File: config.mk
export PLATFORM = sky130hd
export DESIGN_NAME = ief_ctrl
export DESIGN_NICKNAME = d
export VERILOG_FILES = /design/src/rtl/core/ief_pkg.sv /design/src/rtl/core/ief_ctrl.sv
export SDC_FILE = /design/constraint.sdc
export NUM_CORES = 1
export LEC_CHECK = 0
export BUFFER_PORTS_ARGS = -buffer_cell sky130_fd_sc_hd__clkbuf_2
export CAP_MARGIN = 10
export CELL_PAD_IN_SITES_DETAIL_PLACEMENT = 0
export CELL_PAD_IN_SITES_GLOBAL_PLACEMENT = 1
export CORE_ASPECT_RATIO = 0.75
export CORE_MARGIN = 1.5
export CORE_UTILIZATION = 50
export DETAILED_ROUTE_END_ITERATION = 10
export GPL_ROUTABILITY_DRIVEN = 1
export GPL_TIMING_DRIVEN = 1
export PLACE_DENSITY = 0.86
export SYNTH_ARGS = -nofsm -noshare
export SYNTH_HDL_FRONTEND = slang
export SYNTH_SLANG_ARGS = --single-unit
File: constraint.sdc
create_clock -name i_clk -period 15.7 [get_ports i_clk]
set_clock_uncertainty 0.2 [all_clocks]
set_input_delay 1.57 -clock i_clk [delete_from_list [all_inputs] [get_ports i_clk]]
set_output_delay 1.57 -clock i_clk [all_outputs]
set_load 0.005 [all_outputs]
File: src/rtl/core/ief_pkg.sv
package ief_pkg;

    localparam int MAX_WIDTH_DEF  = 2048;
    localparam int INDEX_BITS_DEF = 8;

    localparam int W_BITS        = 12;
    localparam int H_BITS        = 13;
    localparam int ROW_BITS      = 12;
    localparam int OUT_BITS      = 8;
    localparam int CFG_IDX_BITS  = 2;
    localparam int CFG_DATA_BITS = 13;

    localparam int MIN_WIDTH     = 4;
    localparam int MIN_HEIGHT    = 2;
    localparam int MAX_HEIGHT    = 4096;
    localparam int RESET_WIDTH   = 640;
    localparam int RESET_HEIGHT  = 480;

    // register indexes on the configuration port
    localparam logic [CFG_IDX_BITS-1:0] CFG_FRAME_WIDTH  = 2'd0;
    localparam logic [CFG_IDX_BITS-1:0] CFG_FRAME_HEIGHT = 2'd1;

    // item kinds
    localparam logic KIND_PIXEL = 1'b0;
    localparam logic KIND_DRAIN = 1'b1;

    // copies owed after an edge start (three pixels) and after a pair hit
    localparam logic [1:0] COPY_RUN = 2'd2;
    localparam logic [1:0] PAIR_RUN = 2'd1;

    typedef enum logic [1:0] {
        SCAN_NORMAL,
        SCAN_COPY,
        SCAN_PAIR
    } t_scan_mode;

    // per-push control carried from the counter stage to the scan stage
    typedef struct packed {
        logic emit;
        logic border;
        logic top;
        logic bottom;
        logic lt2;
        logic lt3;
        logic last;
        logic clear;
    } t_emit_info;

endpackage

File: src/rtl/core/ief_ctrl.sv
module ief_ctrl #(
    parameter int MAX_WIDTH  = ief_pkg::MAX_WIDTH_DEF,
    parameter int INDEX_BITS = ief_pkg::INDEX_BITS_DEF
) (
    input  logic                                   i_clk,
    input  logic                                   i_rst_n,
    input  logic                                   i_cfg_we,
    input  logic [ief_pkg::CFG_IDX_BITS-1:0]       i_cfg_index,
    input  logic [ief_pkg::CFG_DATA_BITS-1:0]      i_cfg_data,
    input  logic                                   i_accept,
    input  logic                                   i_kind,
    input  logic [INDEX_BITS-1:0]                  i_pixel_index,
    output logic                                   o_push_valid,
    output logic [$clog2(MAX_WIDTH)-1:0]           o_push_x,
    output logic [INDEX_BITS-1:0]                  o_push_pix,
    output ief_pkg::t_emit_info                    o_push_info,
    output logic                                   o_restart
);
    import ief_pkg::*;

    localparam int COL_BITS  = $clog2(MAX_WIDTH);
    localparam int PEND_BITS = W_BITS + 1;
    localparam logic [W_BITS-1:0] RESET_W =
        W_BITS'((RESET_WIDTH > MAX_WIDTH) ? MAX_WIDTH : RESET_WIDTH);

    logic [W_BITS-1:0]    r_w;
    logic [H_BITS-1:0]    r_h;
    logic [ROW_BITS-1:0]  r_in_row, n_in_row;
    logic [COL_BITS-1:0]  r_in_col, n_in_col;
    logic [ROW_BITS-1:0]  r_out_row, n_out_row;
    logic [COL_BITS-1:0]  r_out_col, n_out_col;
    logic [PEND_BITS-1:0] r_pending, n_pending;

    logic [PEND_BITS-1:0] lag;
    logic [PEND_BITS-1:0] pend_eff;
    logic [PEND_BITS-1:0] drain_sum;
    logic [W_BITS-1:0]    in_c, out_c;
    logic [H_BITS-1:0]    in_y, out_y;
    logic                 at_start, flush, pix_emit, drain_emit;
    logic                 in_row_end, out_row_end, in_frame_end, out_frame_end;
    logic [W_BITS-1:0]    wd_v;
    logic [H_BITS-1:0]    ht_v;

    always_comb begin
        lag        = {1'b0, r_w} + PEND_BITS'(2);
        in_c       = W_BITS'(r_in_col);
        out_c      = W_BITS'(r_out_col);
        in_y       = {1'b0, r_in_row};
        out_y      = {1'b0, r_out_row};
        at_start   = (r_in_row == '0) && (r_in_col == '0);
        flush      = (i_kind == KIND_PIXEL) && at_start && (r_pending != '0)
                     && (r_pending < lag);
        pend_eff   = flush ? '0 : r_pending;
        pix_emit   = (i_kind == KIND_PIXEL) && (pend_eff >= lag);
        drain_emit = (i_kind == KIND_DRAIN) && at_start && (r_pending != '0);

        in_row_end    = (in_c == r_w - W_BITS'(1));
        out_row_end   = (out_c == r_w - W_BITS'(1));
        in_frame_end  = (in_y == r_h - H_BITS'(1));
        out_frame_end = (out_y == r_h - H_BITS'(1));

        // drain pushes a phantom pixel two columns past the output position
        drain_sum = {1'b0, out_c} + PEND_BITS'(2);
        if (drain_sum >= {1'b0, r_w}) begin
            drain_sum = drain_sum - {1'b0, r_w};
        end
    end

    always_comb begin
        o_push_valid       = (i_kind == KIND_PIXEL) || drain_emit;
        o_push_x           = (i_kind == KIND_PIXEL) ? r_in_col : COL_BITS'(drain_sum);
        o_push_pix         = (i_kind == KIND_PIXEL) ? i_pixel_index : '0;
        o_push_info.emit   = pix_emit || drain_emit;
        o_push_info.border = (out_c == '0) || (out_c >= r_w - W_BITS'(1));
        o_push_info.top    = (r_out_row == '0);
        o_push_info.bottom = out_frame_end;
        o_push_info.lt2    = (out_c < r_w - W_BITS'(2));
        o_push_info.lt3    = (out_c < r_w - W_BITS'(3));
        o_push_info.last   = out_frame_end && out_row_end;
        o_push_info.clear  = flush;
        o_restart          = i_cfg_we && ((i_cfg_index == CFG_FRAME_WIDTH)
                                          || (i_cfg_index == CFG_FRAME_HEIGHT));
    end

    always_comb begin
        n_in_row  = r_in_row;
        n_in_col  = r_in_col;
        n_out_row = r_out_row;
        n_out_col = r_out_col;
        n_pending = r_pending;
        if (flush) begin
            n_out_row = '0;
            n_out_col = '0;
        end
        if (pix_emit || drain_emit) begin
            if (out_row_end) begin
                n_out_col = '0;
                n_out_row = out_frame_end ? '0 : r_out_row + ROW_BITS'(1);
            end else begin
                n_out_col = r_out_col + COL_BITS'(1);
            end
        end
        if (i_kind == KIND_PIXEL) begin
            if (!pix_emit) begin
                n_pending = pend_eff + PEND_BITS'(1);
            end
            if (in_row_end) begin
                n_in_col = '0;
                n_in_row = in_frame_end ? '0 : r_in_row + ROW_BITS'(1);
            end else begin
                n_in_col = r_in_col + COL_BITS'(1);
            end
        end else if (drain_emit) begin
            n_pending = r_pending - PEND_BITS'(1);
        end
    end

    assign wd_v = i_cfg_data[W_BITS-1:0];
    assign ht_v = i_cfg_data[H_BITS-1:0];

    always_ff @(posedge i_clk) begin
        if (!i_rst_n) begin
            r_w       <= RESET_W;
            r_h       <= H_BITS'(RESET_HEIGHT);
            r_in_row  <= '0;
            r_in_col  <= '0;
            r_out_row <= '0;
            r_out_col <= '0;
            r_pending <= '0;
        end else if (o_restart) begin
            if (i_cfg_index == CFG_FRAME_WIDTH) begin
                if (wd_v < W_BITS'(MIN_WIDTH)) begin
                    r_w <= W_BITS'(MIN_WIDTH);
                end else if (32'(wd_v) > MAX_WIDTH) begin
                    r_w <= W_BITS'(MAX_WIDTH);
                end else begin
                    r_w <= wd_v;
                end
            end else begin
                if (ht_v < H_BITS'(MIN_HEIGHT)) begin
                    r_h <= H_BITS'(MIN_HEIGHT);
                end else if (ht_v > H_BITS'(MAX_HEIGHT)) begin
                    r_h <= H_BITS'(MAX_HEIGHT);
                end else begin
                    r_h <= ht_v;
                end
            end
            r_in_row  <= '0;
            r_in_col  <= '0;
            r_out_row <= '0;
            r_out_col <= '0;
            r_pending <= '0;
        end else if (i_accept) begin
            r_in_row  <= n_in_row;
            r_in_col  <= n_in_col;
            r_out_row <= n_out_row;
            r_out_col <= n_out_col;
            r_pending <= n_pending;
        end
    end

    a_col_in_row: assert property (@(posedge i_clk) disable iff (!i_rst_n)
        (W_BITS'(r_in_col) < r_w) && (W_BITS'(r_out_col) < r_w))
        else $error("column counter past the row end");

    a_pending_bound: assert property (@(posedge i_clk) disable iff (!i_rst_n)
        r_pending <= ({1'b0, r_w} + PEND_BITS'(2)))
        else $error("owed results exceed the pipeline lag");

endmodule

==> metrics.md, run 1 <==
| Metric | Value |
|---|---|
| Status | finished, violations left |
| Failing checks | DRC |
| Worst setup path class | reg -> out |
| Root buf cell | clkbuf_16 |
| Vias in the first global route | 7199 |
| Predominant post-synthesis flop cell | dfxtp_1 |
| Final Max Slew Viols | 0 |
| Drt pass-1 iters | 10 |
| Pwr/cell area | 67.3 nW/um^2 |
| Crit share post-route | 0.488 |
| NetSw | 0.000217 W |
| RSZ-0062 raised after global routing | false |
| Layout area overhead | 6.79% |
| Min Tclk post-route | 7660 ps |
| TNS Setup | 0 ps |
| GRT Residual Overflow | 0 |
| Fin Hold WS | 292 ps |
| Yosys cell types | 78 |
| Post_cts resized | 0 |
| Share of layout cells above drive strength 1 | 0.0895 |
| Violation count after the first detailed-routing iteration | 665 |
| Post-DP HPWL | between 15 and 20 mm |
| Clk pwr share | 0.355 |
| Routability cong. | 0.897 |
| DRC Markers | 7 |
| Sw Share | 0.357 |
| Syn Area/Cell | 7.60 um^2 |
| Crit-path cells | and3_1 -> and2_1 -> nand2_1 -> nor4_1 -> xnor2_1 -> ha_1 -> nand2_1 -> nor4_1 -> nand3_1 -> nand2b_1 -> nand3_2 -> inv_2 -> nor2_1 -> ha_1 -> a2111oi_0 -> o31ai_1 -> maj3_1 -> a31oi_1 -> a211o_1 -> nand2_1 -> a21o_1 -> clkbuf_2 |
| FF-to-FF path depth | 22 |
| Cell internal pwr | 0.000390 W |
| Fin. Hold Viols | 0 |
| Post-synth EDFFs | 0 |
| Global router's overall resource usage | 0.280 |
| Filler instances | between 1500 and 2000 |
| Crit-path slowest cell | dfxtp_1 |
| Die Ht | 116 um |
| Overall power | slightly above 0.0006 W |
| Row count | 40 |
| Top cells by area, synth | dfxtp_1 20%, ha_1 12%, xnor2_1 7.9% |
| Pin count of the biggest net entering global routing | 52 |
| Yosys warns | 0 |
| LEAKAGE | ~3.7 nW |
| Setup ws final | ~8000 ps |
| Routed len/inst | about 19 um |
| Syn_nets | 1223 |
| CTS Hold Bufs | 0 |
| Number of max-cap violations | 0 |
| Worst slack, placed | 8520 ps |
| Max-slew headroom | 0.274 |
| Final Core Density | 0.554 |
| WHS Path Cells | 2 |
| Worst-Margin Slew | 1080 ps |
| Max Root-Sink Buffers | 2 |
| Critical Path RT | 13930 ps |
| VDD IR max | slightly below 0.05 mV |
| Vias per cell | about 6 |
| H-Tree Depth | 3 |
| Ant. Diodes | 0 |
| Count of input and output buffers | 56 |
| Share of flip-flops with an asynchronous set or reset | 0 |
| Post-CTS Setup Inserts | 0 |
| Sequential fraction of the synthesis area | 0.199 |
| CTS tree | yes |
| First-pass GRT wire length | 38.9 mm |
| Vias | 8181 |
| Setup violators final | 0 |
| Crit-path most repeated cell | nand2_1 |
| Comb pwr share | 0.264 |
| Register share of total power | 0.381 |
| Crit path launch type | flip-flop |
| Area leader, netlist | dfxtp_1 |
| Cell area after synthesis | 8440 um^2 |
| Die area | around 18000 um^2 |
| Chip Width | 153 um |
| Initial antenna violation count | 0 |
| Initial Util | 0.519 |
| Io pins | 57 |
| Crit-path max FO | 18 |
| Delay of the slowest cell on the worst path | 810 ps |
| Hold Crit Class | reg -> reg |
| Antenna-violating nets left | 0 |
| Fin nets | ~1200 |
| Synth top area share | 0.199 |
| Clk_lat worst skew | 360 ps |
| CTS buffer count | 9 |
| Flops & latches, synth | 84 |
| Core box area | 16300 um^2 |
| Setup crit end kind | output port |
| Num Clock Sinks | 84 |
| Fmax | 130 MHz |
| Routed WL | 24.6 mm |
| Data arrival, critical path | 5890 ps |
| Worst-path clk slew | around 70 ps |
| Cells after Synth | 1111 |
==> final timing paths <==
path | start | end | slack (ps)
setup / recovery | r_w[3] | o_push_info[7] | 8040
hold / removal | r_h[12] | r_h[12] | 290
setup reg to reg | r_w[3] | r_out_row[10] | 9130
hold reg to reg | r_h[12] | r_h[12] | 290
==> sequential cells by signal, summed over array words and instances, names as in the netlist <==
name / flops
r_w: 12
r_out_row: 12
r_in_row: 12
r_out_col: 11
r_in_col: 11
r_h: 13
r_pending: 13
==> area by class of cell <==
type	count	area, um^2	share of cell area
inverter	45	169	0.0187
tap	210	263	0.0292
clock inverter	7	70.1	0.00777
multi-input combinational	911	6290	0.697
clock buffer	9	225	0.0250
sequential	84	1680	0.187
timing repair buffer	61	318	0.0353
==> logic make-up (layout without fill, tap and decap cells) <==
kind of cell / after synthesis / after routing / share of synthesized area
DFF: 84 / 84 / 0.199
buffers and inverters: 116 / 122 / 0.0562
and+or+nand+nor: 464 / 464 / 0.293
muxes: 15 / 15 / 0.0178
AOI/OAI and AO/OA: 239 / 239 / 0.188
xor gates and xnor gates: 108 / 108 / 0.119
adders and majority gates: 85 / 85 / 0.128
==> critical path: cells and delay by family, from the launching register on <==
family | cells | cell delay [ps]
AOI/OAI and AO/OA | 5 | 1240
xor gates and xnor gates | 1 | 150
adders and majority gates | 3 | 940
buffers and inverters | 2 | 310
DFF | 1 | 810
and+or+nand+nor | 11 | 2080
==> power by group through the flow <==
stage | Sequential [W] | Clock, W | Combinational, W
after CTS | 0.000231 | 0.000219 | 0.000157
after global placement | 0.000236 | 0 | 0.000156
after global routing | 0.000232 | 0.000228 | 0.000176
after detailed placement | 0.000236 | 0 | 0.000156
final | 0.000231 | 0.000216 | 0.000160
after floorplan | 0.000228 | 0 | 0.000121
==> metrics by stage <==
step	instances	area (um^2)
final	1327	9010
after CTS	1327	9010
after global routing	1327	9010
after detailed placement	1311	8720
after floorplan	1111	8440
after global placement	1311	8720
==> Yosys cell counts (all sizes together) (3+ instances only) <==
master	count
nand2	97
a21oi	60
and2	17
ha	82
and4	3
a22oi	13
o21a	13
nand3b	4
nor3b	9
xnor2	76
nor4	26
nand4	26
nor2b	35
nor4b	4
a21o	16
mux2i	15
nor2	79
a311oi	3
a21boi	4
o211ai	5
a31oi	18
inv	44
dfxtp	84
o22ai	4
nor3	25
and3	20
o21ai	44
or2	6
or3	16
a32oi	3
o2111ai	4
o31ai	8
a22o	10
o311ai	4
clkbuf	53
nand3	73
or4	6
nand2b	9
xnor3	4
xor2	28
a211oi	11
nand4b	6
buf	18
==> layout by cell type (no fill, tap or decap), types with 5 or more instances in the layout <==
cell type,instances
a211oi_1,10
o21a_1,13
mux2i_1,15
ha_1,82
a22oi_1,13
and2_1,17
and3_1,20
nand4b_1,5
o21ai_0,41
a21o_1,16
nor3b_1,8
a22o_1,10
dfxtp_1,84
or3_1,15
xnor2_1,76
a31oi_1,18
o211ai_1,5
nor3_1,24
inv_1,43
nand2b_1,9
or2_2,6
clkbuf_16,9
or4_1,6
xor2_1,28
nor2_1,79
nor4_1,22
nor2b_1,34
buf_4,5
nand4_1,25
a21oi_1,60
o31ai_1,8
nand2_1,97
clkbuf_2,56
nand3_1,72
==> layer usage <==
| layer | up-vias | GRT usage | share of wire | wire length (um) |
|---|---|---|---|---|
| li1 | 4017 | - | - | - |
| met1 | 3833 | 0.422 | 0.51 | 12500 |
| met2 | 297 | 0.408 | 0.40 | 9810 |
| met3 | 34 | 0.0486 | 0.080 | 1970 |
| met4 | 0 | 0.0725 | 0.016 | 398 |
| met5 | - | 0 | 0 | 0 |
Power figures use the tool's default switching activity.
==> run 2: changes to the inputs <==
--- a/config.mk
+++ b/config.mk
@@ -5,17 +5,18 @@
 export SDC_FILE = /design/constraint.sdc
 export NUM_CORES = 1
 export LEC_CHECK = 0
+export ABC_AREA = 1
 export BUFFER_PORTS_ARGS = -buffer_cell sky130_fd_sc_hd__clkbuf_2
 export CAP_MARGIN = 10
 export CELL_PAD_IN_SITES_DETAIL_PLACEMENT = 0
 export CELL_PAD_IN_SITES_GLOBAL_PLACEMENT = 1
 export CORE_ASPECT_RATIO = 0.75
 export CORE_MARGIN = 1.5
-export CORE_UTILIZATION = 50
+export CORE_UTILIZATION = 40
 export DETAILED_ROUTE_END_ITERATION = 10
 export GPL_ROUTABILITY_DRIVEN = 1
 export GPL_TIMING_DRIVEN = 1
-export PLACE_DENSITY = 0.86
+export PLACE_DENSITY = 0.77
 export SYNTH_ARGS = -nofsm -noshare
 export SYNTH_HDL_FRONTEND = slang
 export SYNTH_SLANG_ARGS = --single-unit
==> constraint.sdc (replaced) <==
create_clock -name i_clk -period 6.4 [get_ports i_clk]
set_clock_uncertainty 0.2 [all_clocks]
set_input_delay 0.64 -clock i_clk [delete_from_list [all_inputs] [get_ports i_clk]]
set_output_delay 0.64 -clock i_clk [all_outputs]
set_load 0.005 [all_outputs]
==> run 2 against run 1 <==
Net effect:
- largest power group unchanged
- highest routed layer unchanged
- utilization shrank 11 points
- largest cell class unchanged
- combinational power grew to 3.3 times the previous value
- first-iteration DRC count grew 14%
- the run now ends clean
- via count increased by 6.8%
- clock power grew to 2.5 times the previous value
==> metrics.md, run 2 <==
| Metric | Value |
|---|---|
| Status | finished clean |
| Syn Area/Cell | 6.39 um^2 (-16%) |
| Setup crit end kind | output port |
| Worst-Margin Slew | 1060 ps (-17.9 ps) |
| Sw Share | 0.399 (+0.0415) |
| Synth top area share | 0.196 (-0.00334) |
| Count leader, synth | nand2_1 |
| Ant. Diodes | 0 (unchanged) |
| Routed WL | 26.6 mm (+7.9%) |
| Crit share post-route | 0.874 |
| Fin Hold WS | 236 ps (-56.1 ps) |
| Critical Path RT | 5560 ps (-8370 ps) |
| RSZ-0062 raised after global routing | false |
| Post-CTS Setup Inserts | 0 (unchanged) |
| Cells after Synth | 1344 (+21%) |
| LEAKAGE | 4.39 nW (+19%) |
| Setup violators final | 0 (unchanged) |
| Antenna-violating nets left | 0 (unchanged) |
| Placed insts | 1654 (+26%) |
| Worst setup path class | reg -> out |
| Count of input and output buffers | 56 (unchanged) |
| Most common cell after layout, fill and taps aside | nand2_1 |
| Top cells by area, synth | dfxtp_1 20%, ha_1 12%, nand2_1 12% |
| Vias in the first global route | 8000 (+11%) |
| Crit path launch type | flip-flop |
| Post-synth EDFFs | 0 (unchanged) |
| Predominant post-synthesis flop cell | dfxtp_1 |
| Non-Filler Instances | 1670 (+26%) |
| CTS tree | yes |
| Crit-path max FO | 17 (-1) |
| Vias | 8736 (+6.8%) |
| Most frequent cells in the layout | 272 x nand2_1, 170 x inv_1, 153 x nor2_1 |
| First-pass GRT wire length | 43.2 mm (+11%) |
| Filler instances | 2319 (+44%) |
| Chip Width | 172 um (+13%) |
| Drt pass-1 iters | 6 (-4) |
| Initial antenna violation count | 0 (unchanged) |
| Row count | 46 (+15%) |
| Final Core Density | 0.444 (-0.110) |
| Min Tclk post-route | between 5000 and 6000 ps |
| Yosys cell types | 53 (-32%) |
| DRC Markers | 0 (-7) |
| Global router's overall resource usage | 0.249 (-0.0310) |
| Worst slack, placed | 896 ps (-7620 ps) |
| Num Clock Sinks | 84 (unchanged) |
| Setup ws final | 806 ps (-7230 ps) |
| Crit-path slowest cell | dfxtp_2 |
| CTS buffer count | 9 (unchanged) |
| Delay of the slowest cell on the worst path | 440 ps (-370 ps) |
| Largest regs | r_h: 13 flops, r_pending: 13 flops |
| Root buf cell | clkbuf_16 |
| Routed len/inst | 15.9 um (-14%) |
| Final Max Slew Viols | 0 (unchanged) |
| Layout area overhead | 9.04% |
| Area of the multi-input gates | 6000 um^2 (-4.5%) |
| Syn_nets | 1456 (+19%) |
| Crit-path most repeated cell | nand2_1 |
| FF/Latch Area | 1690 um^2 (+0.37%) |
| Comb pwr share | 0.318 (+0.054) |
| Area leader, netlist | dfxtp_1 |
| Max Root-Sink Buffers | 2 (unchanged) |
| GRT Residual Overflow | 0 (unchanged) |
| Cell area after synthesis | 8580 um^2 (+1.7%) |
| Core box area | 21100 um^2 (+30%) |
| Vias per cell | 5.23 (-15%) |
| Register share of total power | 0.351 (-0.030) |
| Post_cts resized | 0 (unchanged) |
| Share of flip-flops with an asynchronous set or reset | 0 (unchanged) |
| Io pins | 57 (unchanged) |
| Worst-path clk slew | 80 ps (about the same) |
| Routability cong. | 0.912 (+1.6%) |
| Post-synth top cells | 272 x nand2_1, 170 x inv_1, 153 x nor2_1 |
| Data arrival, critical path | 4750 ps (-1140 ps) |
| Initial Util | 0.407 (-0.111) |
| TNS Setup | 0 ps (unchanged) |
| Share of layout cells above drive strength 1 | 0.0890 (-0.000524) |
| Die area | 22400 um^2 (+26%) |
| Yosys warns | 0 (unchanged) |
| Pwr/cell area | 176 nW/um^2 (+160%) |
| Post-DP HPWL | 20.9 mm (+12%) |
| H-Tree Depth | 3 (unchanged) |
| Fmax | 179 MHz |
| Clk_lat worst skew | 360 ps (about the same) |
| Pin count of the biggest net entering global routing | 35 (-33%) |
| NetSw | 0.000658 W (+200%) |
| Clk pwr share | 0.331 (-0.024) |
| VDD IR max | 0.116 mV (+140%) |
| Max-slew headroom | 0.292 (+0.0178) |
| Cell internal pwr | 0.000993 W (+150%) |
| Fin nets | 1489 (+22%) |
| Sequential fraction of the synthesis area | 0.196 (-0.00334) |
| Die Ht | 130 um (+12%) |
| Violation count after the first detailed-routing iteration | 761 (+14%) |
| Flops & latches, synth | 84 (unchanged) |
| Number of max-cap violations | 0 (unchanged) |
| Fin. Hold Viols | 0 (unchanged) |
| CTS Hold Bufs | 0 (unchanged) |
| Hold Crit Class | reg -> reg |
run 2: cell count changes after synthesis, moves of 30 or more:
cell,delta
a21oi_1,+55
clkbuf_1,-31
nor2b_1,-35
o21ai_0,+30
xor2_1,+56
inv_1,+127
nor2_1,+74
nand2_1,+175
xnor2_1,-61
run 2: power groups by stage:
stage,clock (W),sequential (W),combinational [W]
6_report,0.000547,0.000580,0.000525
5_1_grt,0.000580,0.000583,0.000591
4_1_cts,0.000559,0.000578,0.000517
3_5_place_dp,0,0.000591,0.000514
3_3_place_gp,0,0.000591,0.000515
2_1_floorplan,0,0.000573,0.000395
run 2: final cells by class:
class	count	share of cell area
inverters	179	0.0722
flip-flops and latches	84	0.180
well taps	288	0.0385
clock inverters	7	0.00789
multi-input cells	1040	0.641
clock buffers	9	0.0241
repair buffers	63	0.0356
run 2: through the flow:
step           area (um^2)  power (W)
2_1_floorplan         8580   0.000968
3_3_place_gp          9050    0.00111
3_5_place_dp          9050    0.00111
4_1_cts               9350    0.00165
5_1_grt               9360    0.00175
6_report              9360    0.00165
run 2: cells by family (layout without fill, tap and decap cells):
kind of cell / count (synthesis) / in the layout / share of synthesized area
and+or+nand+nor: 623 / 623 / 0.323
AOI/OAI and AO/OA: 234 / 234 / 0.151
buffers and inverters: 220 / 258 / 0.105
xor gates and xnor gates: 99 / 99 / 0.101
adders and majority gates: 84 / 84 / 0.124
DFF: 84 / 84 / 0.196
run 2: per-layer routing:
layer  routed length [um]  global-route usage  up-vias
met1                14000               0.394     3915
li1                     -                   -     4491
met2                10100               0.342      297
met5                    0                   0        -
met4                  450              0.0624        0
met3                 2070              0.0379       33
run 2: worst paths after layout:
| path | cells after the start | startpoint | end | slack [ps] |
|---|---|---|---|---|
| setup / recovery | 29 | r_w[2] | o_push_info[7] | 810 |
| hold / removal | 1 | r_in_row[10] | r_in_row[10] | 240 |
| setup reg to reg | 32 | r_w[2] | r_pending[11] | 1200 |
| hold reg to reg | 1 | r_in_row[10] | r_in_row[10] | 240 |
run 2: critical path, delay by kind of cell (launching register included):
kind / cells / cell delay [ps]
AND/OR/NAND/NOR: 15 / 1800
AO/OA/AOI/OAI: 6 / 950
adder cells (fa/ha/maj): 3 / 640
flip-flops: 1 / 440
buffers and inverters: 4 / 410
XOR/XNOR: 1 / 150
