--- src/rtl/core/ief_pkg.sv ---
package ief_pkg;

    localparam int MAX_WIDTH_DEF  = 2048;
    localparam int INDEX_BITS_DEF = 8;

    localparam int W_BITS        = 12;
    localparam int H_BITS        = 13;
    localparam int ROW_BITS      = 12;
    localparam int OUT_BITS      = 8;
    localparam int CFG_IDX_BITS  = 2;
    localparam int CFG_DATA_BITS = 13;

    localparam int MIN_WIDTH     = 4;
    localparam int MIN_HEIGHT    = 2;
    localparam int MAX_HEIGHT    = 4096;
    localparam int RESET_WIDTH   = 640;
    localparam int RESET_HEIGHT  = 480;

    // register indexes on the configuration port
    localparam logic [CFG_IDX_BITS-1:0] CFG_FRAME_WIDTH  = 2'd0;
    localparam logic [CFG_IDX_BITS-1:0] CFG_FRAME_HEIGHT = 2'd1;

    // item kinds
    localparam logic KIND_PIXEL = 1'b0;
    localparam logic KIND_DRAIN = 1'b1;

    // copies owed after an edge start (three pixels) and after a pair hit
    localparam logic [1:0] COPY_RUN = 2'd2;
    localparam logic [1:0] PAIR_RUN = 2'd1;

    typedef enum logic [1:0] {
        SCAN_NORMAL,
        SCAN_COPY,
        SCAN_PAIR
    } t_scan_mode;

    // per-push control carried from the counter stage to the scan stage
    typedef struct packed {
        logic emit;
        logic border;
        logic top;
        logic bottom;
        logic lt2;
        logic lt3;
        logic last;
        logic clear;
    } t_emit_info;

endpackage

--- src/rtl/core/ief_scan.sv ---
module ief_scan #(
    parameter int INDEX_BITS = ief_pkg::INDEX_BITS_DEF
) (
    input  logic                             i_clk,
    input  logic                             i_rst_n,
    input  logic                             i_restart,
    input  logic                             i_fire,
    input  ief_pkg::t_emit_info              i_info,
    input  logic [2:0][INDEX_BITS-1:0]       i_win_u,
    input  logic [2:0][INDEX_BITS-1:0]       i_win_i,
    input  logic [2:0][INDEX_BITS-1:0]       i_win_d,
    input  logic                             i_out_ready,
    output logic                             o_out_free,
    output logic                             o_out_valid,
    output logic [ief_pkg::OUT_BITS-1:0]     o_out_index,
    output logic                             o_raw_zero,
    output logic                             o_frame_last
);
    import ief_pkg::*;

    t_scan_mode r_mode, n_mode, cur_mode;
    logic [1:0] r_copies, n_copies, cur_copies, dec_copies;

    logic                  r_out_valid;
    logic [OUT_BITS-1:0]   r_out_index;
    logic                  r_raw_zero;
    logic                  r_frame_last;

    logic [INDEX_BITS-1:0] im, i0, ip, um, u0, up, dm, d0, dp;
    logic                  edge_next, pair_hit, left_hit, sel;

    // window slot 0 is column c+1, slot 2 is column c-1
    always_comb begin
        im = i_win_i[2];
        i0 = i_win_i[1];
        ip = i_win_i[0];
        um = i_info.top ? im : i_win_u[2];
        u0 = i_info.top ? i0 : i_win_u[1];
        up = i_info.top ? ip : i_win_u[0];
        dm = i_info.bottom ? im : i_win_d[2];
        d0 = i_info.bottom ? i0 : i_win_d[1];
        dp = i_info.bottom ? ip : i_win_d[0];
        edge_next = (ip != i0) || (up != i0) || (dp != i0);
        pair_hit  = i_info.lt2 && ((u0 != i0) || (d0 != i0));
        left_hit  = (im != i0) || (um != i0) || (dm != i0);
        cur_mode   = i_info.clear ? SCAN_NORMAL : r_mode;
        cur_copies = i_info.clear ? 2'd0 : r_copies;
        dec_copies = (cur_copies != 2'd0) ? cur_copies - 2'd1 : 2'd0;
    end

    // next scan state
    always_comb begin
        n_mode   = cur_mode;
        n_copies = cur_copies;
        if (i_info.emit) begin
            if (i_info.border) begin
                n_mode   = SCAN_NORMAL;
                n_copies = 2'd0;
            end else begin
                unique case (cur_mode)
                    SCAN_COPY: begin
                        n_copies = dec_copies;
                        n_mode   = (dec_copies == 2'd0) ? SCAN_PAIR : SCAN_COPY;
                    end
                    SCAN_PAIR: begin
                        if (pair_hit) begin
                            n_mode   = SCAN_COPY;
                            n_copies = PAIR_RUN;
                        end else if (left_hit || !(edge_next && i_info.lt3)) begin
                            n_mode = SCAN_NORMAL;
                        end else begin
                            n_mode   = SCAN_COPY;
                            n_copies = COPY_RUN;
                        end
                    end
                    default: begin
                        if (edge_next && i_info.lt3) begin
                            n_mode   = SCAN_COPY;
                            n_copies = COPY_RUN;
                        end else begin
                            n_mode = SCAN_NORMAL;
                        end
                    end
                endcase
            end
        end
    end

    // whether the center pixel is copied out
    always_comb begin
        if (i_info.border) begin
            sel = 1'b0;
        end else begin
            unique case (cur_mode)
                SCAN_COPY: sel = 1'b1;
                SCAN_PAIR: sel = pair_hit || left_hit || edge_next;
                default:   sel = edge_next;
            endcase
        end
    end

    always_ff @(posedge i_clk) begin
        if (!i_rst_n) begin
            r_mode      <= SCAN_NORMAL;
            r_copies    <= 2'd0;
            r_out_valid <= 1'b0;
        end else begin
            if (i_restart) begin
                r_mode   <= SCAN_NORMAL;
                r_copies <= 2'd0;
            end else if (i_fire) begin
                r_mode   <= n_mode;
                r_copies <= n_copies;
            end
            if (i_out_ready) begin
                r_out_valid <= 1'b0;
            end
            if (i_fire && i_info.emit) begin
                r_out_valid <= 1'b1;
            end
        end
    end

    always_ff @(posedge i_clk) begin
        if (i_fire && i_info.emit) begin
            r_out_index  <= sel ? OUT_BITS'(i0) : '0;
            r_raw_zero   <= i_info.border;
            r_frame_last <= i_info.last;
        end
    end

    assign o_out_free   = !r_out_valid || i_out_ready;
    assign o_out_valid  = r_out_valid;
    assign o_out_index  = r_out_index;
    assign o_raw_zero   = r_raw_zero;
    assign o_frame_last = r_frame_last;

    a_copy_owes: assert property (@(posedge i_clk) disable iff (!i_rst_n)
        (r_mode == SCAN_COPY) |-> (r_copies != 2'd0))
        else $error("copy mode with nothing left to copy");

    a_no_overwrite: assert property (@(posedge i_clk) disable iff (!i_rst_n)
        (r_out_valid && !i_out_ready) |-> !(i_fire && i_info.emit))
        else $error("result register overwritten before transfer");

endmodule

--- config.mk ---
export PLATFORM = sky130hd
export DESIGN_NAME = ief_scan
export DESIGN_NICKNAME = d
export VERILOG_FILES = /design/src/rtl/core/ief_pkg.sv /design/src/rtl/core/ief_scan.sv
export SDC_FILE = /design/constraint.sdc
export NUM_CORES = 1
export LEC_CHECK = 0
export BUFFER_PORTS_ARGS = -buffer_cell sky130_fd_sc_hd__buf_4
export CAP_MARGIN = 10
export CORE_UTILIZATION = 50
export CTS_BUF_LIST = sky130_fd_sc_hd__clkbuf_2 sky130_fd_sc_hd__clkbuf_4 sky130_fd_sc_hd__clkbuf_8
export CTS_CLUSTER_SIZE = 20
export DETAILED_ROUTE_END_ITERATION = 12
export PLACE_DENSITY = 0.85
export SYNTH_ARGS = -nofsm -noshare
export SYNTH_HDL_FRONTEND = slang
export SYNTH_SLANG_ARGS = --single-unit
--- constraint.sdc ---
create_clock -name i_clk -period 3.2 [get_ports i_clk]
set_input_delay 0.48 -clock i_clk [delete_from_list [all_inputs] [get_ports i_clk]]
set_output_delay 0.48 -clock i_clk [all_outputs]
set_load 0.01 [all_outputs]
==> results of run 1 <==
[cells in the mapped netlist (2+ instances only)]
master | number | share of area (%)
nor2b_1 | 11 | 4.0
a32oi_1 | 2 | 1.0
o211ai_1 | 4 | 1.7
and2_1 | 2 | 0.73
a221oi_1 | 6 | 3.1
o21a_1 | 2 | 0.87
nor2_1 | 9 | 2.0
o21ai_0 | 6 | 1.7
buf_2 | 11 | 3.2
o22ai_1 | 4 | 1.5
nor4_1 | 7 | 2.6
dfxtp_1 | 5 | 5.8
inv_1 | 8 | 1.7
xnor2_1 | 5 | 2.6
nand2b_1 | 6 | 2.2
mux2i_1 | 2 | 1.2
inv_2 | 2 | 0.44
a21boi_0 | 3 | 1.3
o22a_1 | 2 | 1.0
o221ai_1 | 4 | 2.0
nor3_1 | 3 | 0.87
nor3b_1 | 8 | 3.5
o221a_2 | 4 | 2.6
o2111ai_1 | 2 | 1.0
nand2_1 | 4 | 0.87
a22oi_1 | 3 | 1.3
nand3_1 | 4 | 1.2
a21oi_1 | 11 | 3.2
ha_1 | 2 | 1.5
nand4_1 | 2 | 0.73
o31ai_1 | 6 | 2.6
a31oi_1 | 2 | 0.73
edfxtp_1 | 10 | 17
a2111oi_2 | 2 | 1.7
xor2_1 | 29 | 15
[path summary, 6_finish.rpt]
| check | from | endpoint | slack, ns |
|---|---|---|---|
| setup / recovery | i_info[5] | o_out_index[6]$_SDFFCE_PN0P_ | 0.95 |
| hold / removal | i_info[1] | o_frame_last$_DFFE_PP_ | 0.37 |
| setup reg to reg | r_mode[1]$_SDFFE_PP0P_ | o_out_index[6]$_SDFFCE_PN0P_ | 1.50 |
| hold reg to reg | r_mode[0]$_SDFFE_PP0P_ | r_mode[0]$_SDFFE_PP0P_ | 0.51 |
[flip-flops by register name, indices dropped and copies added, names as in the netlist]
signal and flops:
o_out_index 8, r_copies 2, o_out_valid 1, r_mode 2
o_raw_zero 1, o_frame_last 1
[logic make-up (layout without fill, tap and decap cells)]
logic type / after synthesis / after routing / synth area share, %
DFF: 15 / 15 / 23.32
buffers and inverters: 23 / 111 / 6.487
xor gates and xnor gates: 34 / 34 / 17.35
and+or+nand+nor: 59 / 59 / 20.04
AOI/OAI and AO/OA: 66 / 66 / 29.52
muxes: 3 / 3 / 1.822
adders and majority gates: 2 / 2 / 1.457
[layer usage]
layer  vias up  GRT usage (%)  wire length [µm]
li1        938              -                 -
met1       906          33.68              1984
met2       100          49.29              2453
met3         9          5.330               439
met4         0          6.818                63
met5         -              0                 0
[through the flow]
step	cell area [µm²]	hold WS (ns)	util, %	instances
floorplan	1717	0.4451	-	202
global placement	2426	0.4755	76.94	330
detailed placement	2426	0.4903	76.94	330
CTS	2454	0.3673	77.82	334
global route	2454	0.3537	77.82	334
finish	2454	0.3712	77.82	334
[cell usage in the layout (no fill, tap or decap), drive strengths merged, types with 5 or more instances in the layout]
| cell | Yosys | final |
|---|---|---|
| xnor2 | 5 | 5 |
| buf | 13 | 97 |
| dfxtp | 5 | 5 |
| a21oi | 12 | 12 |
| o21ai | 6 | 6 |
| inv | 10 | 10 |
| nor2b | 11 | 11 |
| nor4 | 8 | 8 |
| nor3b | 8 | 8 |
| o31ai | 6 | 6 |
| a221oi | 6 | 6 |
| nor2 | 9 | 9 |
| edfxtp | 10 | 10 |
| nand2b | 6 | 6 |
| xor2 | 29 | 29 |
[final cells by class]
type,instances,share of cell area (%)
repair buffers,97,29.68
flip-flops and latches,15,16.32
well taps,44,2.244
multi-input cells,164,49.11
clock inverters,1,0.2040
inverters,10,1.530
clock buffers,3,0.9179
[power breakdown]
group	switching, µW	internal, µW	total (µW)
clock	64.3	46.5	111
combinational	108	130	238
sequential	2.25	214	216
==> summary.md, run 1 <==
| Metric | Value |
|---|---|
| Syn_nets | `289` |
| Rel. slew slack | `between 60% and 70%` |
| Nets | `about 380` |
| Sequential fraction of the synthesis area | `a little under a quarter` |
| Worst Tran Pin Value | `0.4540 ns` |
| Syn Area/Cell | `around 8.5 µm²` |
| Worst Slack Setup Final | `about 0.95 ns` |
| Area growth syn-to-layout | `42.93%` |
| Final setup vio count | `0` |
| IO Port Bufs | `between 90 and 100` |
| Die area | `0.003672 mm²` |
| CTS clk-pin slew, worst paths | `0.08 ns` |
| H-tree depth | `1` |
| FF/Latch Area | `approximately 400 µm²` |
| Unrepaired setup endpoints after global routing | `no` |
| Post-Syn Area | `0.001717 mm²` |
| First-pass GRT wire length | `7493 µm` |
| Post-CTS Setup Inserts | `0` |
| TritonRoute pass-1 iters | `4` |
| CTS max path bufs | `2` |
| Crit path DAT | `2.29 ns` |
| Max-cap violations | `0` |
| First DRT Iteration DRCs | `108` |
| Pwr/cell area | `230.2 mW/mm²` |
| Setup crit start kind | `primary input` |
| Hold path depth | `1` |
| Synth cell types | `44` |
| # hold bufs at CTS | `0` |
| Req. time, crit path | `3.23 ns` |
| Crit-path cells | `buf_4, o21a_1, a2111oi_2, o2111ai_1, nor4_2, nand3_1, a21oi_4, nor3b_1` |
| Pre-CTS WS | `0.6437 ns` |
| Total Wirelength | `4940 µm` |
| Ports | `97` |
| Leak | `0.001038 µW` |
| Crit-path leading delay family | `compound AO/OA/AOI/OAI gates` |
| Vias per inst | `5.847` |
| DRC violations left | `0` |
| Total CTS buffers | `3` |
| Hpwl dp | `3885 µm` |
| CTS resizes | `0` |
| Die height | `60.60 µm` |
| CP Max Fanout | `21` |
| Row cnt | `20` |
| Slowest-stage cell, CP | `nor4_2` |
| Routed wire length per instance | `14.79 µm` |
| GRT Residual Overflow | `0` |
| Async S/R FF share, synth | `0%` |
| Vias in the first global route | `1745` |
| Total GRT Usage | `27.46%` |
| Worst Hold Class | `in -> reg` |
| Top FF cell, synth | `edfxtp_1` |
| Via count | `1953` |
| Min cycle time layout | `between 2 and 2.5 ns` |
| Outcome | `completed` |
| Number of synthesized flops with an enable pin | `10` |
| Antenna violations before repair | `0` |
| Layout cell share with drive strength beyond 1 | `39.31%` |
| Fin crit share | `between 70% and 80%` |
| Max Slew Vio Count | `0` |
| Final hold violation count | `0` |
| Syn Inst Count | `202` |
| Crit path capture type | `flop` |
| Fillcell total | `251` |
| CP bufs+invs | `1` |
| Effective utilization at floorplan | `54.44%` |
| Clock sink count | `15` |
| RePlAce Congestion | `slightly above 0.8` |
| Pin count of the biggest net entering global routing | `27` |
| Diode count | `0` |
| Slowest stage delay, CP | `0.33 ns` |
| Max Freq | `443.9 MHz` |
| Worst VDD drop | `132.5 µV` |
| Clock Skews | `roughly 0.013 ns` |
| Yosys Warn Count | `0` |
| DRT antenna net count | `0` |
| CORE AREA | `0.003153 mm²` |
| Power Total | `564.8 µW` |
| Chip width | `60.60 µm` |
| Setup CP Type | `in -> reg` |
| CTS tree | `done` |
| Clock Root Buffer | `clkbuf_4` |
| Area of the multi-input gates | `0.001205 mm²` |
| R2R depth | `6` |
| #FFs+latches synth | `15` |
| CP Depth | `8` |
| Setup TNS | `0 ns` |
| Later-pin clock latency in the skew report | `0.29 ns` |
(Power assumes the default switching activity.)
==> inputs of run 2 (changes only) <==
- CORE_UTILIZATION: 50 -> 42
- PLACE_DENSITY: 0.85 -> 0.76
- clock period: 3.2 -> 2 ns (I/O delays scaled with it)
==> run 2 against run 1 <==
Utilization fell by 2.0 points. Combinational power rose by 96%. Clock power grew 130%. Worst hold slack got worse by 0.15 ns.
==> summary.md, run 2 (synthesis gave the netlist of run 1 again) <==
| Metric | Value |
|---|---|
| Diode count | `0` |
| Nets | `between 400 and 500` |
| Final setup vio count | `0` |
| IO Port Bufs | `96` |
| Effective utilization at floorplan | `45.19%` |
| Vias per inst | `5.697` |
| Wl on met1 | `2276 µm` |
| Hpwl dp | `4399 µm` |
| First DRT Iteration DRCs | `106` |
| Crit path capture type | `flop` |
| Req. time, crit path | `approximately 2.0 ns` |
| Sw power | `~320 µW` |
| Seq pwr share | `32.5%` |
| CP Max Fanout | `7` |
| Setup crit start kind | `primary input` |
| FF-to-FF End | `o_out_index[6]$_SDFFCE_PN0P_` |
| CORE AREA | `0.003799 mm²` |
| Setup CP Type | `in -> reg` |
| Final hold violation count | `0` |
| Ports | `a little under 100` |
| FF/Latch Area | `~400 µm²` |
| Fin crit share | `97.06%` |
| Clock share of power | `23.7%` |
| Reg2reg setup slack | `0.29 ns` |
| Logic pwr share | `a little over two fifths` |
| Total CTS buffers | `3` |
| Crit path DAT | `~1.9 ns` |
| Max Freq | `515.2 MHz` |
| Rel. slew slack | `68.14%` |
| Unrepaired setup endpoints after global routing | `yes` |
| RR Startpoint | `r_mode[0]$_SDFFE_PP0P_` |
| Die area | `about 0.0043 mm²` |
| Met3 Routed Length | `499 µm` |
| First-pass GRT wire length | `8928 µm` |
| Worst Hold Class | `in -> reg` |
| Routed wire length per instance | `15.65 µm` |
| Worst VDD drop | `220.7 µV` |
| Die height | `65.93 µm` |
| DRT antenna net count | `0` |
| Pwr/cell area | `about 370 mW/mm²` |
| CTS max path bufs | `2` |
| Area of the multi-input gates | `0.001329 mm²` |
| Min cycle time layout | `1.941 ns` |
| DRC violations left | `0` |
| Via count | `around 2.1k` |
| Critical hold path startpoint | `i_info[1]` |
| Area growth syn-to-layout | `67.71%` |
| Worst Slack Setup Final | `0.05883 ns` |
| DR WL met2 | `2790 µm` |
| Outcome | `completed` |
| Hold path depth | `1` |
| Layout cell share with drive strength beyond 1 | `50.00%` |
| Later-pin clock latency in the skew report | `0.25 ns` |
| Vias in the first global route | `1987` |
| Commonest non-fill, non-tap cells in the layout | `114 x buf_4, 28 x xor2_1, 11 x a21oi_1` |
| GRT Residual Overflow | `0` |
| Internal | `approximately 740 µW` |
| Post-Place Cell Area | `about 0.0026 mm²` |
| Final instance area | `0.002879 mm²` |
| Row cnt | `22` |
| Antenna violations before repair | `0` |
| H-tree depth | `1` |
| Clock sink count | `15` |
| Leak | `0.001239 µW` |
| Clock Skews | `0.004220 ns` |
| Worst Tran Pin Value | `about 0.47 ns` |
| Commonest non-fill, non-tap cell in the layout | `buf_4` |
| Total Wirelength | `5728 µm` |
| Max-cap violations | `0` |
| Switching share of power | `30.34%` |
| DP Cell Count | `approximately 360` |
| Max Used Layer | `met4` |
| Pre-CTS WS | `-0.3106 ns` |
| TritonRoute pass-1 iters | `5` |
| Util after Layout | `between 70% and 80%` |
| Hold WS | `roughly 0.23 ns` |
| Pin count of the biggest net entering global routing | `11` |
| RePlAce Congestion | `0.9628` |
| Clock Root Buffer | `clkbuf_8` |
| Fillcell total | `292` |
| Max Slew Vio Count | `0` |
| CTS clk-pin slew, worst paths | `0.06 ns` |
| CTS tree | `done` |
| Total GRT Usage | `between 20% and 30%` |
| Max reg flops | `8` |
| Non-filler instance count after layout | `between 300 and 400` |
| R2R depth | `5` |
| Hold Path Sink | `o_frame_last$_DFFE_PP_` |
| Chip width | `~66 µm` |
run 2: changes by cell type in the layout (fill, tap and decap cells not counted), sizes merged:
cell	previous run	this run
buf	97	125
run 2: layout make-up:
class	instances	share of cell area [%]
multi-input combinational	164	46.15
clock inverter	1	0.1738
inverter	10	1.304
timing repair buffer	125	34.94
tap	48	2.086
sequential	15	13.91
clock buffer	3	1.434
run 2: critical path, stage by stage:
cell	delay [ns]
buf_4	0.11
buf_4	0.15
mux2i_2	0.22
xor2_1	0.16
nand4_1	0.17
nor4_4	0.33
nand3_2	0.13
a21oi_4	0.17
buf_6	0.14
nor3b_2	0.04
run 2: layer usage:
| layer | global-route usage [%] | vias up |
|---|---|---|
| met5 | 0 | - |
| met4 | 8.245 | 0 |
| met1 | 32.77 | 945 |
| met3 | 4.655 | 20 |
| met2 | 47.32 | 124 |
| li1 | - | 996 |
run 2: what timing repair did:
action	4_1_cts	5_1_grt
buffers inserted	3	0
resized for setup	20	14
pin swaps	10	9
setup endpoints to repair	8	11
hold buffers	0	0
run 2: metrics by stage:
| stage | TNS [ns] | total power [µW] |
|---|---|---|
| floorplan | -0.4415 | 545.0 |
| global placement | -2.815 | 769.9 |
| detailed placement | -2.868 | 776.0 |
| CTS | -0.005576 | 1041 |
| global route | -0.5191 | 1118 |
| finish | 0 | 1064 |
run 2: power by group through the flow:
stage | Sequential [µW] | Combinational (µW) | Clock [µW]
final | 346 | 466 | 253
after global routing | 346 | 502 | 269
after CTS | 346 | 441 | 254
after detailed placement | 353 | 423 | 0
after global placement | 353 | 417 | 0
after floorplan | 358 | 187 | 0
run 2: worst max-delay path by stage:
stage,start,endpoint,slack (ns),cells past startpoint
floorplan,i_info[4],o_out_index[0]$_SDFFCE_PN0P_,-0.06,8
global placement,i_info[5],o_out_index[5]$_SDFFCE_PN0P_,-0.30,8
detailed placement,i_info[5],o_out_index[3]$_SDFFCE_PN0P_,-0.31,8
CTS,i_win_i[11],o_out_index[4]$_SDFFCE_PN0P_,-0.003,9
global route,i_info[4],o_out_index[2]$_SDFFCE_PN0P_,-0.07,10
finish,i_info[4],o_out_index[6]$_SDFFCE_PN0P_,0.06,10
==> inputs of run 3 (changes only) <==
- ABC_AREA: not set -> 1
- CORE_UTILIZATION: 42 -> 45
- PLACE_DENSITY: 0.76 -> 0.75
==> run 3 against run 2 <==
Combinational power is 13% higher. Area after synthesis grew 35%. Die area increased by 25%. Routed wire length up 21%. Setup slack improved by 0.17 ns. Register-to-register slack improved by 0.18 ns. Clock power decreased by 4%. Synthesized cell count is 120% higher. Critical path depth increased by 5. Critical endpoint is now o_out_index[5]$_SDFFCE_PN0P_.
==> summary.md, run 3 <==
| Metric | Value |
|---|---|
| Outcome | `completed` |
| R2R depth | `9` |
| TritonRoute pass-1 iters | `4` |
| #FFs+latches synth | `15` |
| First-pass GRT wire length | `around 11000 µm` |
| Syn_nets | `525` |
| Crit-path leading delay family | `simple AND/OR/NAND/NOR gates` |
| Leak | `0.001785 µW` |
| Switching share of power | `34.83%` |
| Logic pwr share | `47.0%` |
| Worst Hold Class | `in -> reg` |
| Setup CP Type | `in -> reg` |
| Max-cap violations | `0` |
| Clock Skews | `0.001060 ns` |
| Post-CTS Setup Inserts | `0` |
| Yosys Warn Count | `0` |
| Total GRT Usage | `26.50%` |
| Fillcell total | `519` |
| Internal | `730.1 µW` |
| CORE AREA | `roughly 0.0048 mm²` |
| Chip width | `roughly 74 µm` |
| Final setup vio count | `0` |
| Vias in the first global route | `~2.6k` |
| CTS resizes | `0` |
| Number of synthesized flops with an enable pin | `10` |
| Top FF cell, synth | `edfxtp_1` |
| Worst path most repeated cell | `nand2_1` |
| Rel. slew slack | `just under 80%` |
| # hold bufs at CTS | `0` |
| Total Wirelength | `6957 µm` |
| Commonest non-fill, non-tap cells in the layout | `224 x nand2_1, 100 x buf_4, 45 x nand3_1` |
| CP Depth | `15` |
| DRC violations left | `0` |
| Synth cell count leaders | `224 x nand2_1, 45 x nand3_1, 43 x inv_1, 36 x nor2_1, 11 x xnor2_1` |
| Die height | `73.76 µm` |
| Crit path DAT | `1.76 ns` |
| Nets | `614` |
| Clock share of power | `21.7%` |
| Fin crit share | `88.65%` |
| Async S/R FF share, synth | `0%` |
| Min cycle time layout | `1.773 ns` |
| DRT antenna net count | `0` |
| Via count | `approximately 3k` |
| Max reg flops | `8` |
| Synth area leaders | `nand2_1 36%, edfxtp_1 13%, nand3_1 9.7%, inv_1 7.0%, nor2_1 5.8%` |
| Max Slew Vio Count | `0` |
| Area growth syn-to-layout | `33.15%` |
| Later-pin clock latency in the skew report | `0.24 ns` |
| First DRT Iteration DRCs | `196` |
| Crit path capture type | `flop` |
| GRT Residual Overflow | `0` |
| Slowest stage delay, CP | `0.19 ns` |
| Sequential fraction of the synthesis area | `17.28%` |
| CP bufs+invs | `3` |
| Commonest non-fill, non-tap cell in the layout | `nand2_1` |
| Seq pwr share | `31.3%` |
| Hpwl dp | `5666 µm` |
| Post-Syn Area | `0.002317 mm²` |
| Routed wire length per instance | `11.73 µm` |
| Vias per inst | `approximately 5` |
| Hold path depth | `1` |
| Synth cell types | `31` |
| Pwr/cell area | `~360 mW/mm²` |
| Ports | `97` |
| Row cnt | `25` |
| Syn Area/Cell | `5.290 µm²` |
| Crit-path cells | `buf_4, inv_6, nand2_1, nand3_1, nand2_1, nor2_1, nand2_1, nor2_1, nand3_1, inv_1, nand3_1, nand2_1, nand3_2, nand3b_4, nor2_1` |
| DP Cell Count | `589` |
| Req. time, crit path | `approximately 2.0 ns` |
| Syn Inst Count | `approximately 440` |
| IO Port Bufs | `96` |
| Sw power | `390.1 µW` |
| Layout cell share with drive strength beyond 1 | `22.24%` |
| Setup crit start kind | `primary input` |
| CTS tree | `done` |
| CP Max Fanout | `34` |
| Unrepaired setup endpoints after global routing | `no` |
| Worst Tran Pin Value | `roughly 0.34 ns` |
| Total CTS buffers | `3` |
| Non-filler instance count after layout | `593` |
| Antenna violations before repair | `0` |
| Area leader, netlist | `nand2_1` |
| Max Freq | `564.0 MHz` |
| Hold WS | `~0.23 ns` |
| RePlAce Congestion | `0.9344` |
| Most frequent cell after synthesis | `nand2_1` |
| Worst VDD drop | `about 230 µV` |
| Final hold violation count | `0` |
| Die area | `around 0.0054 mm²` |
| H-tree depth | `1` |
| Slowest-stage cell, CP | `inv_6` |
| Pin count of the biggest net entering global routing | `35` |
| Synth top area share | `36.29%` |
| Clock sink count | `15` |
| Diode count | `0` |
| CTS max path bufs | `2` |
| Power Total | `1120 µW` |
| Clock Root Buffer | `clkbuf_8` |
| CTS clk-pin slew, worst paths | `0.06 ns` |
| Effective utilization at floorplan | `47.79%` |
## run 3: changes by cell type after synthesis, sizes merged, moves of 9 or more
cell,change
nand2,+222
nand3,+43
inv,+38
nor2,+28
xor2,-28
nor2b,-11
a21oi,-9
nand3b,+9
## run 3: logic make-up (layout without fill, tap and decap cells)
family,after synthesis,after routing,share of synthesized area [%]
fa+ha+maj,2,2,1.080
buf+inv,65,153,13.82
simple gates,328,328,59.29
flops,15,15,17.28
compound gates,16,16,3.996
xor+xnor,12,12,4.536
## run 3: worst paths after layout
path | endpoint | from | slack (ns)
setup / recovery | o_out_index[5]$_SDFFCE_PN0P_ | i_info[4] | 0.23
hold / removal | o_frame_last$_DFFE_PP_ | i_info[1] | 0.23
setup reg to reg | r_copies[0]$_SDFFE_PP0P_ | r_mode[0]$_SDFFE_PP0P_ | 0.47
hold reg to reg | r_copies[1]$_SDFFE_PP0P_ | r_copies[1]$_SDFFE_PP0P_ | 0.48
## run 3: worst register-to-register path: stages, from the launching register on
cell,delay [ns]
dfxtp_1,0.33
nand2_1,0.08
ha_1,0.35
inv_1,0.15
nand2_1,0.09
o21ai_0,0.16
inv_1,0.06
nand2_1,0.07
nand2_1,0.05
a31oi_1,0.11
## run 3: stage by stage
step	TNS [ns]	area (µm²)	util, %	worst slack [ns]
final	0	3085	63.64	0.2270
after global routing	0	3085	63.64	0.01605
after global placement	0	3039	62.68	0.04274
after floorplan	0	2317	-	0.1945
after detailed placement	-0.02393	3039	62.68	-0.02393
after CTS	0	3085	63.64	0.2327
## run 3: power groups by stage
stage | combinational (µW) | sequential, µW | clock [µW]
after floorplan | 303 | 364 | 0
after global placement | 515 | 357 | 0
after detailed placement | 522 | 358 | 0
after CTS | 525 | 351 | 240
after global routing | 591 | 353 | 255
final | 526 | 351 | 243
## run 3: cell type report
type                            instances  area, µm²  area share, %
Clock inverter                          1      5.005         0.1622
Clock buffer                            3      41.29          1.338
Timing Repair Buffer                  101      770.7          24.98
Sequential cell                        15      400.4          12.98
Multi-Input combinational cell        358       1597          51.74
Inverter                               48      187.7          6.083
Tap cell                               67      83.83          2.717
## run 3: layer usage
metal,global-route usage (%),vias to the layer above,wire length [µm]
li1,-,1533,-
met1,34.08,1295,3070
met5,0,-,0
met4,6.624,0,70
met2,48.01,117,3406
met3,1.372,8,410
